$ cat config.mk
export PLATFORM = sky130hd
export DESIGN_NAME = qr_segment_bit_packer_core_flat
export DESIGN_NICKNAME = d
export VERILOG_FILES = /design/src/design/qsbp_pkg.sv /design/src/design/qsbp_if.sv /design/src/design/qsbp_in_reg.sv /design/src/design/qsbp_encoder.sv /design/src/design/qsbp_out_reg.sv /design/src/design/qr_segment_bit_packer_core.sv /design/src/flat_wrapper.sv
export VERILOG_INCLUDE_DIRS = /design/src /design/src/design
export SDC_FILE = /design/constraint.sdc
export NUM_CORES = 1
export LEC_CHECK = 0
export ABC_CLOCK_PERIOD_IN_PS = 5680
export BUFFER_PORTS_ARGS = -buffer_cell sky130_fd_sc_hd__buf_2
export CAP_MARGIN = 20
export CORE_MARGIN = 4
export CORE_UTILIZATION = 55
export DETAILED_ROUTE_END_ITERATION = 6
export PLACE_DENSITY_LB_ADDON = 0.12
export RECOVER_POWER = 100
export SLEW_MARGIN = 20
export SYNTH_ARGS = -nofsm -noshare
export SYNTH_HDL_FRONTEND = slang
export SYNTH_SLANG_ARGS = --single-unit
$ cat constraint.sdc
create_clock -name clk_i -period 5.68 [get_ports clk_i]
set_clock_uncertainty 0.15 [all_clocks]
set_input_delay 1.136 -clock clk_i [delete_from_list [all_inputs] [get_ports clk_i]]
set_output_delay 1.136 -clock clk_i [all_outputs]
set_load 0.02 [all_outputs]
$ cat src/design/qr_segment_bit_packer_core_defines.svh
// Assertion macros used by the file that checks the packer.
`ifndef QR_SEGMENT_BIT_PACKER_CORE_DEFINES_SVH
`define QR_SEGMENT_BIT_PACKER_CORE_DEFINES_SVH

// The consequent must hold in the same cycle as the antecedent.
`define QSBP_ASSERT_SAME(lbl, ante, cons) \
  lbl: assert property (@(posedge clk_i) disable iff (!rst_ni) (ante) |-> (cons)) \
    else $error("qsbp assertion failed");

// The consequent must hold in the cycle after the antecedent.
`define QSBP_ASSERT_NEXT(lbl, ante, cons) \
  lbl: assert property (@(posedge clk_i) disable iff (!rst_ni) (ante) |=> (cons)) \
    else $error("qsbp assertion failed");

`endif

$ cat src/design/qsbp_pkg.sv
package qsbp_pkg;

  typedef enum logic {
    OP_START  = 1'b0,
    OP_SYMBOL = 1'b1
  } op_e;

  typedef enum logic [1:0] {
    MODE_NUMERIC = 2'd0,
    MODE_ALNUM   = 2'd1,
    MODE_BYTE    = 2'd2,
    MODE_KANJI   = 2'd3
  } mode_e;

  localparam logic [15:0] KANJI_LO1   = 16'h8140;
  localparam logic [15:0] KANJI_HI1   = 16'h9FFC;
  localparam logic [15:0] KANJI_LO2   = 16'hE040;
  localparam logic [15:0] KANJI_HI2   = 16'hEBBF;
  localparam logic [15:0] KANJI_OFS2  = 16'hC140;
  localparam logic [15:0] KANJI_ROW   = 16'h00C0;
  localparam logic [15:0] ALNUM_MAX   = 16'd44;
  localparam logic [15:0] DIGIT_MAX   = 16'd9;
  localparam logic [10:0] ALNUM_RADIX = 11'd45;
  localparam logic [9:0]  DIGIT_RADIX = 10'd10;

  localparam logic [4:0] W_MAX        = 5'd16;
  localparam logic [4:0] W_DIGIT3     = 5'd10;
  localparam logic [4:0] W_DIGIT2     = 5'd7;
  localparam logic [4:0] W_DIGIT1     = 5'd4;
  localparam logic [4:0] W_ALNUM2     = 5'd11;
  localparam logic [4:0] W_ALNUM1     = 5'd6;
  localparam logic [4:0] W_BYTE       = 5'd8;
  localparam logic [4:0] W_KANJI      = 5'd13;
  localparam logic [1:0] FILL_FULL    = 2'd3;
  localparam logic [1:0] FILL_TWO     = 2'd2;

  typedef struct packed {
    logic        operation;
    logic [1:0]  mode;
    logic [15:0] char_count;
    logic [4:0]  count_bits;
    logic [15:0] symbol;
  } item_t;

  typedef struct packed {
    logic [15:0] chunk_value;
    logic [4:0]  chunk_width;
    logic        last_chunk;
    logic        error;
  } result_t;

  typedef struct packed {
    logic [1:0]  seg_mode;
    logic [15:0] remaining;
    logic [6:0]  group_acc;
    logic [1:0]  group_fill;
  } state_t;

  function automatic logic [15:0] chunk_mask(input logic [4:0] width);
    logic [4:0] sh;
    if (width >= W_MAX) begin
      sh = 5'd0;
    end else begin
      sh = W_MAX - width;
    end
    return 16'hFFFF >> sh;
  endfunction

endpackage

$ cat src/design/qsbp_if.sv
interface qsbp_in_if;
  logic        valid;
  logic        ready;
  logic        operation;
  logic [1:0]  mode;
  logic [15:0] char_count;
  logic [4:0]  count_bits;
  logic [15:0] symbol;

  modport source (output valid, operation, mode, char_count, count_bits, symbol,
                  input ready);
  modport sink (input valid, operation, mode, char_count, count_bits, symbol,
                output ready);
endinterface

interface qsbp_out_if;
  logic        valid;
  logic        ready;
  logic [15:0] chunk_value;
  logic [4:0]  chunk_width;
  logic        last_chunk;
  logic        error;

  modport source (output valid, chunk_value, chunk_width, last_chunk, error,
                  input ready);
  modport sink (input valid, chunk_value, chunk_width, last_chunk, error,
                output ready);
endinterface

$ cat src/design/qsbp_in_reg.sv
module qsbp_in_reg (
  input  logic           clk_i,
  input  logic           rst_ni,
  qsbp_in_if.sink        in_i,
  input  logic           advance_i,
  output logic           valid_o,
  output qsbp_pkg::item_t item_o
);

  logic            valid_q;
  qsbp_pkg::item_t item_q;
  qsbp_pkg::item_t item_d;
  logic            take;

  assign in_i.ready = !valid_q || advance_i;
  assign take       = in_i.valid && in_i.ready;

  always_comb begin
    item_d.operation  = in_i.operation;
    item_d.mode       = in_i.mode;
    item_d.char_count = in_i.char_count;
    item_d.count_bits = in_i.count_bits;
    item_d.symbol     = in_i.symbol;
  end

  always_ff @(posedge clk_i or negedge rst_ni) begin
    if (!rst_ni) begin
      valid_q <= 1'b0;
    end else if (take) begin
      valid_q <= 1'b1;
    end else if (advance_i) begin
      valid_q <= 1'b0;
    end
  end

  always_ff @(posedge clk_i) begin
    if (take) begin
      item_q <= item_d;
    end
  end

  assign valid_o = valid_q;
  assign item_o  = item_q;

endmodule

$ cat src/design/qsbp_encoder.sv
module qsbp_encoder (
  input  qsbp_pkg::item_t   item_i,
  input  qsbp_pkg::state_t  state_i,
  output qsbp_pkg::state_t  state_o,
  output qsbp_pkg::result_t result_o,
  output logic              has_result_o
);

  always_comb begin
    logic [4:0]  hdr_w;
    logic [15:0] raw;
    logic [15:0] sym;
    logic [15:0] rem_n;
    logic [1:0]  fill_n;
    logic [9:0]  num_val;
    logic [10:0] aln_val;
    logic [15:0] adj;
    logic [15:0] kan_val;
    logic        bad;

    sym     = item_i.symbol;
    rem_n   = state_i.remaining - 16'd1;
    fill_n  = state_i.group_fill + 2'd1;
    num_val = 10'(state_i.group_acc) * qsbp_pkg::DIGIT_RADIX + 10'(sym[3:0]);
    aln_val = 11'(state_i.group_acc) * qsbp_pkg::ALNUM_RADIX + 11'(sym[5:0]);
    adj     = (sym <= qsbp_pkg::KANJI_HI1) ? (sym - qsbp_pkg::KANJI_LO1)
                                           : (sym - qsbp_pkg::KANJI_OFS2);
    kan_val = 16'(adj[15:8]) * qsbp_pkg::KANJI_ROW + 16'(adj[7:0]);
    hdr_w   = (item_i.count_bits > qsbp_pkg::W_MAX) ? qsbp_pkg::W_MAX : item_i.count_bits;
    bad     = 1'b0;

    state_o                = state_i;
    has_result_o           = 1'b0;
    raw                    = 16'd0;
    result_o.chunk_width   = 5'd0;
    result_o.last_chunk    = 1'b0;
    result_o.error         = 1'b0;

    if (item_i.operation == qsbp_pkg::OP_START) begin
      state_o.seg_mode   = item_i.mode;
      state_o.remaining  = item_i.char_count;
      state_o.group_acc  = 7'd0;
      state_o.group_fill = 2'd0;
      has_result_o         = 1'b1;
      raw                  = item_i.char_count;
      result_o.chunk_width = hdr_w;
      result_o.last_chunk  = (item_i.char_count == 16'd0);
    end else if (state_i.remaining != 16'd0) begin
      case (state_i.seg_mode)
        qsbp_pkg::MODE_NUMERIC: begin
          if (sym > qsbp_pkg::DIGIT_MAX) begin
            bad = 1'b1;
          end else begin
            state_o.remaining = rem_n;
            if (fill_n == qsbp_pkg::FILL_FULL) begin
              state_o.group_acc    = 7'd0;
              state_o.group_fill   = 2'd0;
              has_result_o         = 1'b1;
              raw                  = 16'(num_val);
              result_o.chunk_width = qsbp_pkg::W_DIGIT3;
              result_o.last_chunk  = (rem_n == 16'd0);
            end else if (rem_n == 16'd0) begin
              state_o.group_acc    = 7'd0;
              state_o.group_fill   = 2'd0;
              has_result_o         = 1'b1;
              raw                  = 16'(num_val);
              result_o.chunk_width = (fill_n == qsbp_pkg::FILL_TWO) ? qsbp_pkg::W_DIGIT2
                                                                     : qsbp_pkg::W_DIGIT1;
              result_o.last_chunk  = 1'b1;
            end else begin
              state_o.group_acc  = num_val[6:0];
              state_o.group_fill = fill_n;
            end
          end
        end
        qsbp_pkg::MODE_ALNUM: begin
          if (sym > qsbp_pkg::ALNUM_MAX) begin
            bad = 1'b1;
          end else begin
            state_o.remaining = rem_n;
            if (state_i.group_fill != 2'd0) begin
              state_o.group_acc    = 7'd0;
              state_o.group_fill   = 2'd0;
              has_result_o         = 1'b1;
              raw                  = 16'(aln_val);
              result_o.chunk_width = qsbp_pkg::W_ALNUM2;
              result_o.last_chunk  = (rem_n == 16'd0);
            end else if (rem_n == 16'd0) begin
              has_result_o         = 1'b1;
              raw                  = sym;
              result_o.chunk_width = qsbp_pkg::W_ALNUM1;
              result_o.last_chunk  = 1'b1;
            end else begin
              state_o.group_acc  = sym[6:0];
              state_o.group_fill = 2'd1;
            end
          end
        end
        qsbp_pkg::MODE_BYTE: begin
          state_o.remaining    = rem_n;
          has_result_o         = 1'b1;
          raw                  = {8'd0, sym[7:0]};
          result_o.chunk_width = qsbp_pkg::W_BYTE;
          result_o.last_chunk  = (rem_n == 16'd0);
        end
        qsbp_pkg::MODE_KANJI: begin
          if ((sym >= qsbp_pkg::KANJI_LO1 && sym <= qsbp_pkg::KANJI_HI1) ||
              (sym >= qsbp_pkg::KANJI_LO2 && sym <= qsbp_pkg::KANJI_HI2)) begin
            state_o.remaining    = rem_n;
            has_result_o         = 1'b1;
            raw                  = kan_val;
            result_o.chunk_width = qsbp_pkg::W_KANJI;
            result_o.last_chunk  = (rem_n == 16'd0);
          end else begin
            bad = 1'b1;
          end
        end
        default: begin
          bad = 1'b1;
        end
      endcase
    end

    if (bad) begin
      state_o              = state_i;
      has_result_o         = 1'b1;
      raw                  = 16'd0;
      result_o.chunk_width = 5'd0;
      result_o.last_chunk  = 1'b0;
      result_o.error       = 1'b1;
    end

    result_o.chunk_value = raw & qsbp_pkg::chunk_mask(result_o.chunk_width);
  end

endmodule

$ cat src/design/qsbp_out_reg.sv
module qsbp_out_reg (
  input  logic              clk_i,
  input  logic              rst_ni,
  input  logic              load_i,
  input  qsbp_pkg::result_t result_i,
  output logic              free_o,
  qsbp_out_if.source        out_o
);

  logic              valid_q;
  qsbp_pkg::result_t result_q;

  assign free_o = !valid_q || out_o.ready;

  always_ff @(posedge clk_i or negedge rst_ni) begin
    if (!rst_ni) begin
      valid_q <= 1'b0;
    end else if (load_i) begin
      valid_q <= 1'b1;
    end else if (out_o.ready) begin
      valid_q <= 1'b0;
    end
  end

  always_ff @(posedge clk_i) begin
    if (load_i) begin
      result_q <= result_i;
    end
  end

  assign out_o.valid       = valid_q;
  assign out_o.chunk_value = result_q.chunk_value;
  assign out_o.chunk_width = result_q.chunk_width;
  assign out_o.last_chunk  = result_q.last_chunk;
  assign out_o.error       = result_q.error;

endmodule

$ cat src/design/qr_segment_bit_packer_core.sv
// QR data segment bit packer.
// Input channel in_i carries one transaction per item: a start opens a segment
// and yields the character count header; each valid symbol in it adds a character.
// Output channel out_o carries one chunk per transaction: a right-aligned value
// with its bit width, a flag on the chunk that ends the segment, and an error
// flag for a symbol that is invalid in the open mode.
// An accepted item enters an input register; the encoder and the segment state
// update sit between it and the output register, which drives out_o. A symbol
// that only fills a numeric or alphanumeric group produces no transaction.
// One item is accepted every cycle while the output register is free or being
// drained; the single output register sets that figure.
// Reset closes any open segment and empties both registers.
// When the receiver stalls, the chunk holds on out_o, one more item waits in
// the input register, and in_i.ready drops until the output is taken.
`include "qr_segment_bit_packer_core_defines.svh"

module qr_segment_bit_packer_core (
  input  logic       clk_i,
  input  logic       rst_ni,
  qsbp_in_if.sink    in_i,
  qsbp_out_if.source out_o
);

  logic              s1_valid;
  qsbp_pkg::item_t   s1_item;
  logic              s1_move;
  logic              out_free;
  logic              has_result;
  qsbp_pkg::result_t result;
  qsbp_pkg::state_t  state_q;
  qsbp_pkg::state_t  state_d;
  logic              out_err;

  assign s1_move = s1_valid && out_free;
  assign out_err = out_o.valid && out_o.error;

  qsbp_in_reg u_in_reg (
    .clk_i     (clk_i),
    .rst_ni    (rst_ni),
    .in_i      (in_i),
    .advance_i (s1_move),
    .valid_o   (s1_valid),
    .item_o    (s1_item)
  );

  qsbp_encoder u_encoder (
    .item_i       (s1_item),
    .state_i      (state_q),
    .state_o      (state_d),
    .result_o     (result),
    .has_result_o (has_result)
  );

  always_ff @(posedge clk_i or negedge rst_ni) begin
    if (!rst_ni) begin
      state_q <= '0;
    end else if (s1_move) begin
      state_q <= state_d;
    end
  end

  qsbp_out_reg u_out_reg (
    .clk_i    (clk_i),
    .rst_ni   (rst_ni),
    .load_i   (s1_move && has_result),
    .result_i (result),
    .free_o   (out_free),
    .out_o    (out_o)
  );

  `QSBP_ASSERT_SAME(a_idle_group_empty, state_q.remaining == 16'd0, state_q.group_fill == 2'd0)
  `QSBP_ASSERT_SAME(a_fill_bound, 1'b1, state_q.group_fill != qsbp_pkg::FILL_FULL)
  `QSBP_ASSERT_NEXT(a_item_kept, s1_valid && !s1_move, s1_valid)
  `QSBP_ASSERT_SAME(a_error_empty, out_err, out_o.chunk_width == 5'd0 && !out_o.last_chunk)

endmodule

$ cat src/flat_wrapper.sv
// flat-port wrapper written by rule: the top's interface ports become plain ports
module qr_segment_bit_packer_core_flat 
  (clk_i, rst_ni, in_i_valid, in_i_operation, in_i_mode, in_i_char_count, in_i_count_bits, in_i_symbol, in_i_ready, out_o_valid, out_o_chunk_value, out_o_chunk_width, out_o_last_chunk, out_o_error, out_o_ready);
  qsbp_in_if in_i_i ();
  qsbp_out_if out_o_i ();
  input  logic clk_i;
  input  logic rst_ni;
  input wire logic [$bits(in_i_i.valid)-1:0] in_i_valid;
  input wire logic [$bits(in_i_i.operation)-1:0] in_i_operation;
  input wire logic [$bits(in_i_i.mode)-1:0] in_i_mode;
  input wire logic [$bits(in_i_i.char_count)-1:0] in_i_char_count;
  input wire logic [$bits(in_i_i.count_bits)-1:0] in_i_count_bits;
  input wire logic [$bits(in_i_i.symbol)-1:0] in_i_symbol;
  output wire logic [$bits(in_i_i.ready)-1:0] in_i_ready;
  output wire logic [$bits(out_o_i.valid)-1:0] out_o_valid;
  output wire logic [$bits(out_o_i.chunk_value)-1:0] out_o_chunk_value;
  output wire logic [$bits(out_o_i.chunk_width)-1:0] out_o_chunk_width;
  output wire logic [$bits(out_o_i.last_chunk)-1:0] out_o_last_chunk;
  output wire logic [$bits(out_o_i.error)-1:0] out_o_error;
  input wire logic [$bits(out_o_i.ready)-1:0] out_o_ready;
  assign in_i_i.valid = in_i_valid;
  assign in_i_i.operation = in_i_operation;
  assign in_i_i.mode = in_i_mode;
  assign in_i_i.char_count = in_i_char_count;
  assign in_i_i.count_bits = in_i_count_bits;
  assign in_i_i.symbol = in_i_symbol;
  assign in_i_ready = in_i_i.ready;
  assign out_o_valid = out_o_i.valid;
  assign out_o_chunk_value = out_o_i.chunk_value;
  assign out_o_chunk_width = out_o_i.chunk_width;
  assign out_o_last_chunk = out_o_i.last_chunk;
  assign out_o_error = out_o_i.error;
  assign out_o_i.ready = out_o_ready;
  qr_segment_bit_packer_core u_core (.clk_i(clk_i), .rst_ni(rst_ni), .in_i(in_i_i), .out_o(out_o_i));
endmodule
After elaboration in Yosys (flattened, before gate mapping)
Cells that the tools add are included.
{"block": "classes", "mul": 3, "n_bitwise": 3, "addsub": 8, "n_reduce_logical": 20, "order_cmp": 8, "eq_ne": 11, "n_shift": 1, "n_mux": 57}
{"cell": "two-way mux 16 bit", "n": 9}
{"cell": "one-hot mux 16 bit (4 select lines)", "n": 2}
{"cell": "two-way mux 25 bit", "n": 4}
{"cell": "two-way mux 9 bit", "n": 4}
{"cell": "two-way mux 5 bit", "n": 7}
{"cell": "greater-or-equal comparator 16 bit (second input constant)", "n": 2}
{"cell": "less-or-equal comparator 16 bit (second input constant)", "n": 2}
{"cell": "logical NOT 16 bit", "n": 2}
{"cell": "subtractor 16 bit (second input constant)", "n": 2}
{"cell": "two-way mux 10 bit", "n": 3}
{"cell": "one-hot mux 6 bit (4 select lines)", "n": 1}
{"cell": "two-way mux 1 bit", "n": 18}
{"cell": "one-hot mux 9 bit (2 select lines)", "n": 1}
{"cell": "adder 16 x 8 -> 16 bit", "n": 1}
{"cell": "AND 16 bit", "n": 1}
{"cell": "> comparator 16 x 4 -> 1 bit (second input constant)", "n": 1}
{"cell": "> comparator 16 x 6 -> 1 bit (second input constant)", "n": 1}
{"cell": "nonzero test 16 bit", "n": 1}
{"cell": ">> shifter 16 x 5 -> 16 bit (first input constant)", "n": 1}
{"cell": "subtractor 16 x 1 -> 16 bit (second input constant)", "n": 1}
{"cell": "two-way mux 6 bit", "n": 2}
{"cell": "!= test 3 bit (second input constant)", "n": 4}
{"cell": "adder 11 x 6 -> 11 bit", "n": 1}
{"cell": "multiplier 7 x 6 -> 11 bit (second input constant)", "n": 1}
{"cell": "25 further kinds", "n": 39}
{"block": "word_totals", "out_inout_bits": 25, "input_bits": 44, "ff_bits": 92}

Longest topological paths before layout
{"block": "depth", "depth_word": 14, "depth_mapped": 20, "ltp_nobuf": 18}

Cells and area by module
From an unflattened synthesis, not the netlist that was laid out.
{"block": "hier_totals", "hier_cells": 794, "area_unflattened_um2": 7689.9}
{"module": "qsbp_encoder", "cells_each": 665, "instances": 1, "area_per_inst_um2": 4601.9}
{"module": "qsbp_in_reg", "cells_each": 44, "instances": 1, "area_per_inst_um2": 1255.0}
{"module": "qr_segment_bit_packer_core", "cells_each": 59, "instances": 1, "area_per_inst_um2": 1094.8}
{"module": "qsbp_out_reg", "cells_each": 26, "instances": 1, "area_per_inst_um2": 738.2}

Least setup slack after synthesis
OpenSTA, ideal clock, no wires.
{"block": "synth_timing", "path_kind": "reg-to-reg", "from": "reg u_core.state_q[9] in the netlist's numbering", "to": "reg u_core.u_out_reg.result_q, in the netlist u_core.u_out_reg.out_o.chunk_value[13], data pin", "stages_incl_launch_ff": 20, "setup_time_ns": 0.176, "path_slack_ns": 1.535, "arrival_time_ns": 3.819, "t_required_ns": 5.354, "cell_sequence": "dfrtp_1 inv_1 ha_1 nor3b_2 a31oi_1 o21ai_0 and4bb_4 buf_6 a31o_2 nand2b_1 inv_1 ha_1 nand2_1 nor2_1 ha_1 buf_2 inv_1 a21boi_1 nand3_2 nor4_1"}
{"element": "from (decl)", "line_no": "qr_segment_bit_packer_core.sv:30", "text": "qsbp_pkg::state_t state_q;"}
{"element": "from (signal assigned)", "line_no": "qr_segment_bit_packer_core.sv:58", "text": "state_q <= state_d;"}
{"element": "to (signal assigned)", "line_no": "qsbp_out_reg.sv:27", "text": "result_q <= result_i;"}
{"element": "to (decl)", "line_no": "qsbp_out_reg.sv:11", "text": "qsbp_pkg::result_t result_q;"}

==> impl_results.md <==
- Outcome: finished, violations left
- Failing checks: capacitance limit, slew limit
- Relative slew slack: -80.8%
- Layout cells sized above 1: 11.2%
- Final Wtd Congestion: about 0.99
- Hold wc startpoint: u_core.u_in_reg.item_o[37]$_DFFE_PP_
- Worst r2r src: u_core.state_q[10]$_DFFE_PN0P_
- Die Wd: 121 µm
- CTS HTree Levels: 3
- Starting DRT DRC Count: 657
- Hold path cells: 1
- Design area: 7640 µm²
- Post-DP HPWL: 14.6 mm
- Clock buffer depth: 2
- Root Driver: clkbuf_16
- Crit-path cells: inv_1, ha_1, nor3b_2, nand4_1, o21ai_1, nor3_1, a31o_2, nand2b_1, inv_1, ha_1, nand2_1, nor2_1, ha_1, inv_1, a21boi_1, nand3_2, nor4_1
- Count leader, synth: inv_1
- Period minus WS final: around 5 ns
- Via density: 6.15
- Cell count after synthesis: 724
- Fmax: around 200 MHz
- Clock latency on the worst-skew pair: 0.36 ns
- Reg2reg setup slack: 0.66 ns
- Reg-to-reg endpoint: u_core.u_out_reg.out_o.chunk_value[13]$_DFFE_PP_
- Crit path DAT: 5.05 ns
- Synth Flop Type: edfxtp_1
- CTS sink cnt: 92
- Area leader, netlist: edfxtp_1
- Max Cap Viol: 2
- Full die area: ~15000 µm²
- Synth cell count leaders: inv_1, edfxtp_1, ha_1
- Synth unique cells: 83
- CP max FO: 10
- Hold EP: u_core.state_q[25]$_DFFE_PN0P_
- Main area contributors after synthesis: edfxtp_1, dfrtp_1, ha_1, fa_1, inv_1
- Area growth, synth to finish: 9.74%
- CTS hold repair buffers: 0
- CP required: 5.71 ns
- R2r worst-path depth: 17
- Multi-input combinational cell area: between 3000 and 4000 µm²
- Register area share after synthesis: 37.6%
- Crit end category: flop
- Reg clk slew, reported paths: 0.07 ns
- Reg area: between 2000 and 3000 µm²
- Post-CTS Resized: 0
- Setup bufs post-CTS: 0
- # setup viols final: 0
- Critical path's slowest cell: a21boi_1
- HP Class: reg2reg
- TritonCTS clock tree: yes
- Fin. Hold Viols: 0
- Nets@finish: around 900
- TritonCTS buffer count: 9
- Core Util, Final: ~63%
- Synthesized area: 6960 µm²
- PwrDens: 527 nW/µm²
- Startpoint Class: flop
- Port Buffers: 68
- Worst-margin pin slew: 2.71 ns
- Number of global-route vias before repair: 5681
- Tot Pwr: 4030 µW
- Ant diodes: 0
- First-pass GRT wire length: 29.9 mm
- DR DRC count: 0
- Sum Neg Setup Slack: 0 ns
- Min Hold Slack: ~0.33 ns
- # rows: 40
- Num ports: 69
- Post-synth ARST share: 31.5%
- Post-route ant nets: 0
- Final WL: 18.9 mm
- Syn_nets: ~840
- Grt ovf: 0
- Top cell type's share of synthesized area: 27.2%
- Post-Syn Area per Cell: 9.62 µm²
- Die Y: approximately 120 µm
- GR Util All Layers: 26.5%
- Largest net degree at the start of global routing: just over 40
- CP peak stage delay: about 0.54 ns
- Worst vdd ir: 0.000303 V
- Core ar.: 12200 µm²
- Synth warnings: 0
- Leakage: 0.00318 µW
- Routed wire per std cell: about 20 µm
- Placement Cell Area: approximately 7400 µm²
- First drt pass iteration count: 6
- WS Path Type: reg2reg
- RSZ-0062 raised after global routing: false
- Number of synthesized register bits: 92
- Final period util: 88.4%
- Initial antenna violation count: 1
- Via count: 5871
- Initial cell density of the core: 57.0%
- FILL cells: 1078
- Max Slew Vio Count: ~70
- EDFF count, synth: 63
[cell families (layout without fill, tap and decap cells)]
group / after synthesis / after routing / synth area share (%)
buffers and inverters: 89 / 152 / 5.39
multiplexers: 10 / 10 / 1.55
AND/OR/NAND/NOR: 238 / 238 / 18.5
flip-flops: 92 / 92 / 37.6
XOR/XNOR: 38 / 38 / 5.16
AO/OA/AOI/OAI: 186 / 186 / 17.5
adder cells (fa/ha/maj): 71 / 71 / 14.4
[placed cells by master (no fill, tap or decap), types with 25 or more instances in the layout]
master,count
dfrtp_1,29
buf_2,42
inv_1,65
edfxtp_1,63
nand2_1,52
a21oi_1,46
o21ai_0,43
clkbuf_1,27
nor2_1,48
ha_1,56
nand3_1,25
[flip-flops by register name, indices dropped and copies added (netlist names)]
signal                              count
u_core.u_in_reg.item_o                 40
u_core.state_q                         27
u_core.u_out_reg.out_o.chunk_value     16
u_core.u_out_reg.out_o.chunk_width      5
u_core.u_in_reg.valid_o                 1
u_core.u_out_reg.out_o.error            1
u_core.u_out_reg.out_o.last_chunk       1
u_core.u_out_reg.out_o.valid            1
[layer usage]
layer  global-route usage (%)  wire length [µm]  part of all wire [%]  up-vias
li1                         -                 -                     -     2779
met1                     37.8              8820                    47     2837
met2                     41.4              8570                    45      221
met3                     4.16              1080                   5.7       32
met4                     8.92               405                   2.1        2
met5                        0                13                 0.069        -
[through the flow]
step | cells | setup WS (ns)
finish | 955 | 0.659
global route | 955 | 0.159
CTS | 955 | 0.741
detailed placement | 939 | 0.755
global placement | 939 | 1.02
floorplan | 724 | 1.53
[report_power, final]
group          internal (µW)  switching [µW]  leakage (µW)
logic                    927            1420       0.00206
registers                895             193      0.000984
clock network            305             287      0.000140
[how the worst max path moves through the flow]
stage,cells past startpoint,slack (ns),endpoint,startpoint
2_1_floorplan,19,1.53,u_core.u_out_reg.out_o.chunk_value[13]$_DFFE_PP_,u_core.state_q[9]$_DFFE_PN0P_
3_3_place_gp,16,1.02,u_core.u_out_reg.out_o.chunk_value[13]$_DFFE_PP_,u_core.state_q[9]$_DFFE_PN0P_
3_5_place_dp,16,0.76,u_core.u_out_reg.out_o.chunk_value[13]$_DFFE_PP_,u_core.state_q[9]$_DFFE_PN0P_
4_1_cts,16,0.74,u_core.u_out_reg.out_o.chunk_value[13]$_DFFE_PP_,u_core.state_q[9]$_DFFE_PN0P_
5_1_grt,17,0.16,u_core.u_out_reg.out_o.chunk_value[13]$_DFFE_PP_,u_core.state_q[9]$_DFFE_PN0P_
6_report,17,0.66,u_core.u_out_reg.out_o.chunk_value[13]$_DFFE_PP_,u_core.state_q[10]$_DFFE_PN0P_
[final cells by class]
| type | count | area share, % |
|---|---|---|
| Clock inverter | 7 | 0.753 |
| Inverter | 65 | 3.19 |
| Tap cell | 168 | 2.75 |
| Sequential cell | 92 | 34.3 |
| Timing Repair Buffer | 71 | 4.27 |
| Clock buffer | 9 | 2.95 |
| Multi-Input combinational cell | 543 | 51.8 |
[critical path, delay by kind of cell, from the launching register on]
family                   cells  cell delay (ns)
AO/OA/AOI/OAI                3             1.19
adder cells (fa/ha/maj)      3             0.88
buffers and inverters        3             0.35
flip-flops                   1             0.44
AND/OR/NAND/NOR              8             1.83
Note: power is estimated with default switching activity, not from simulation.
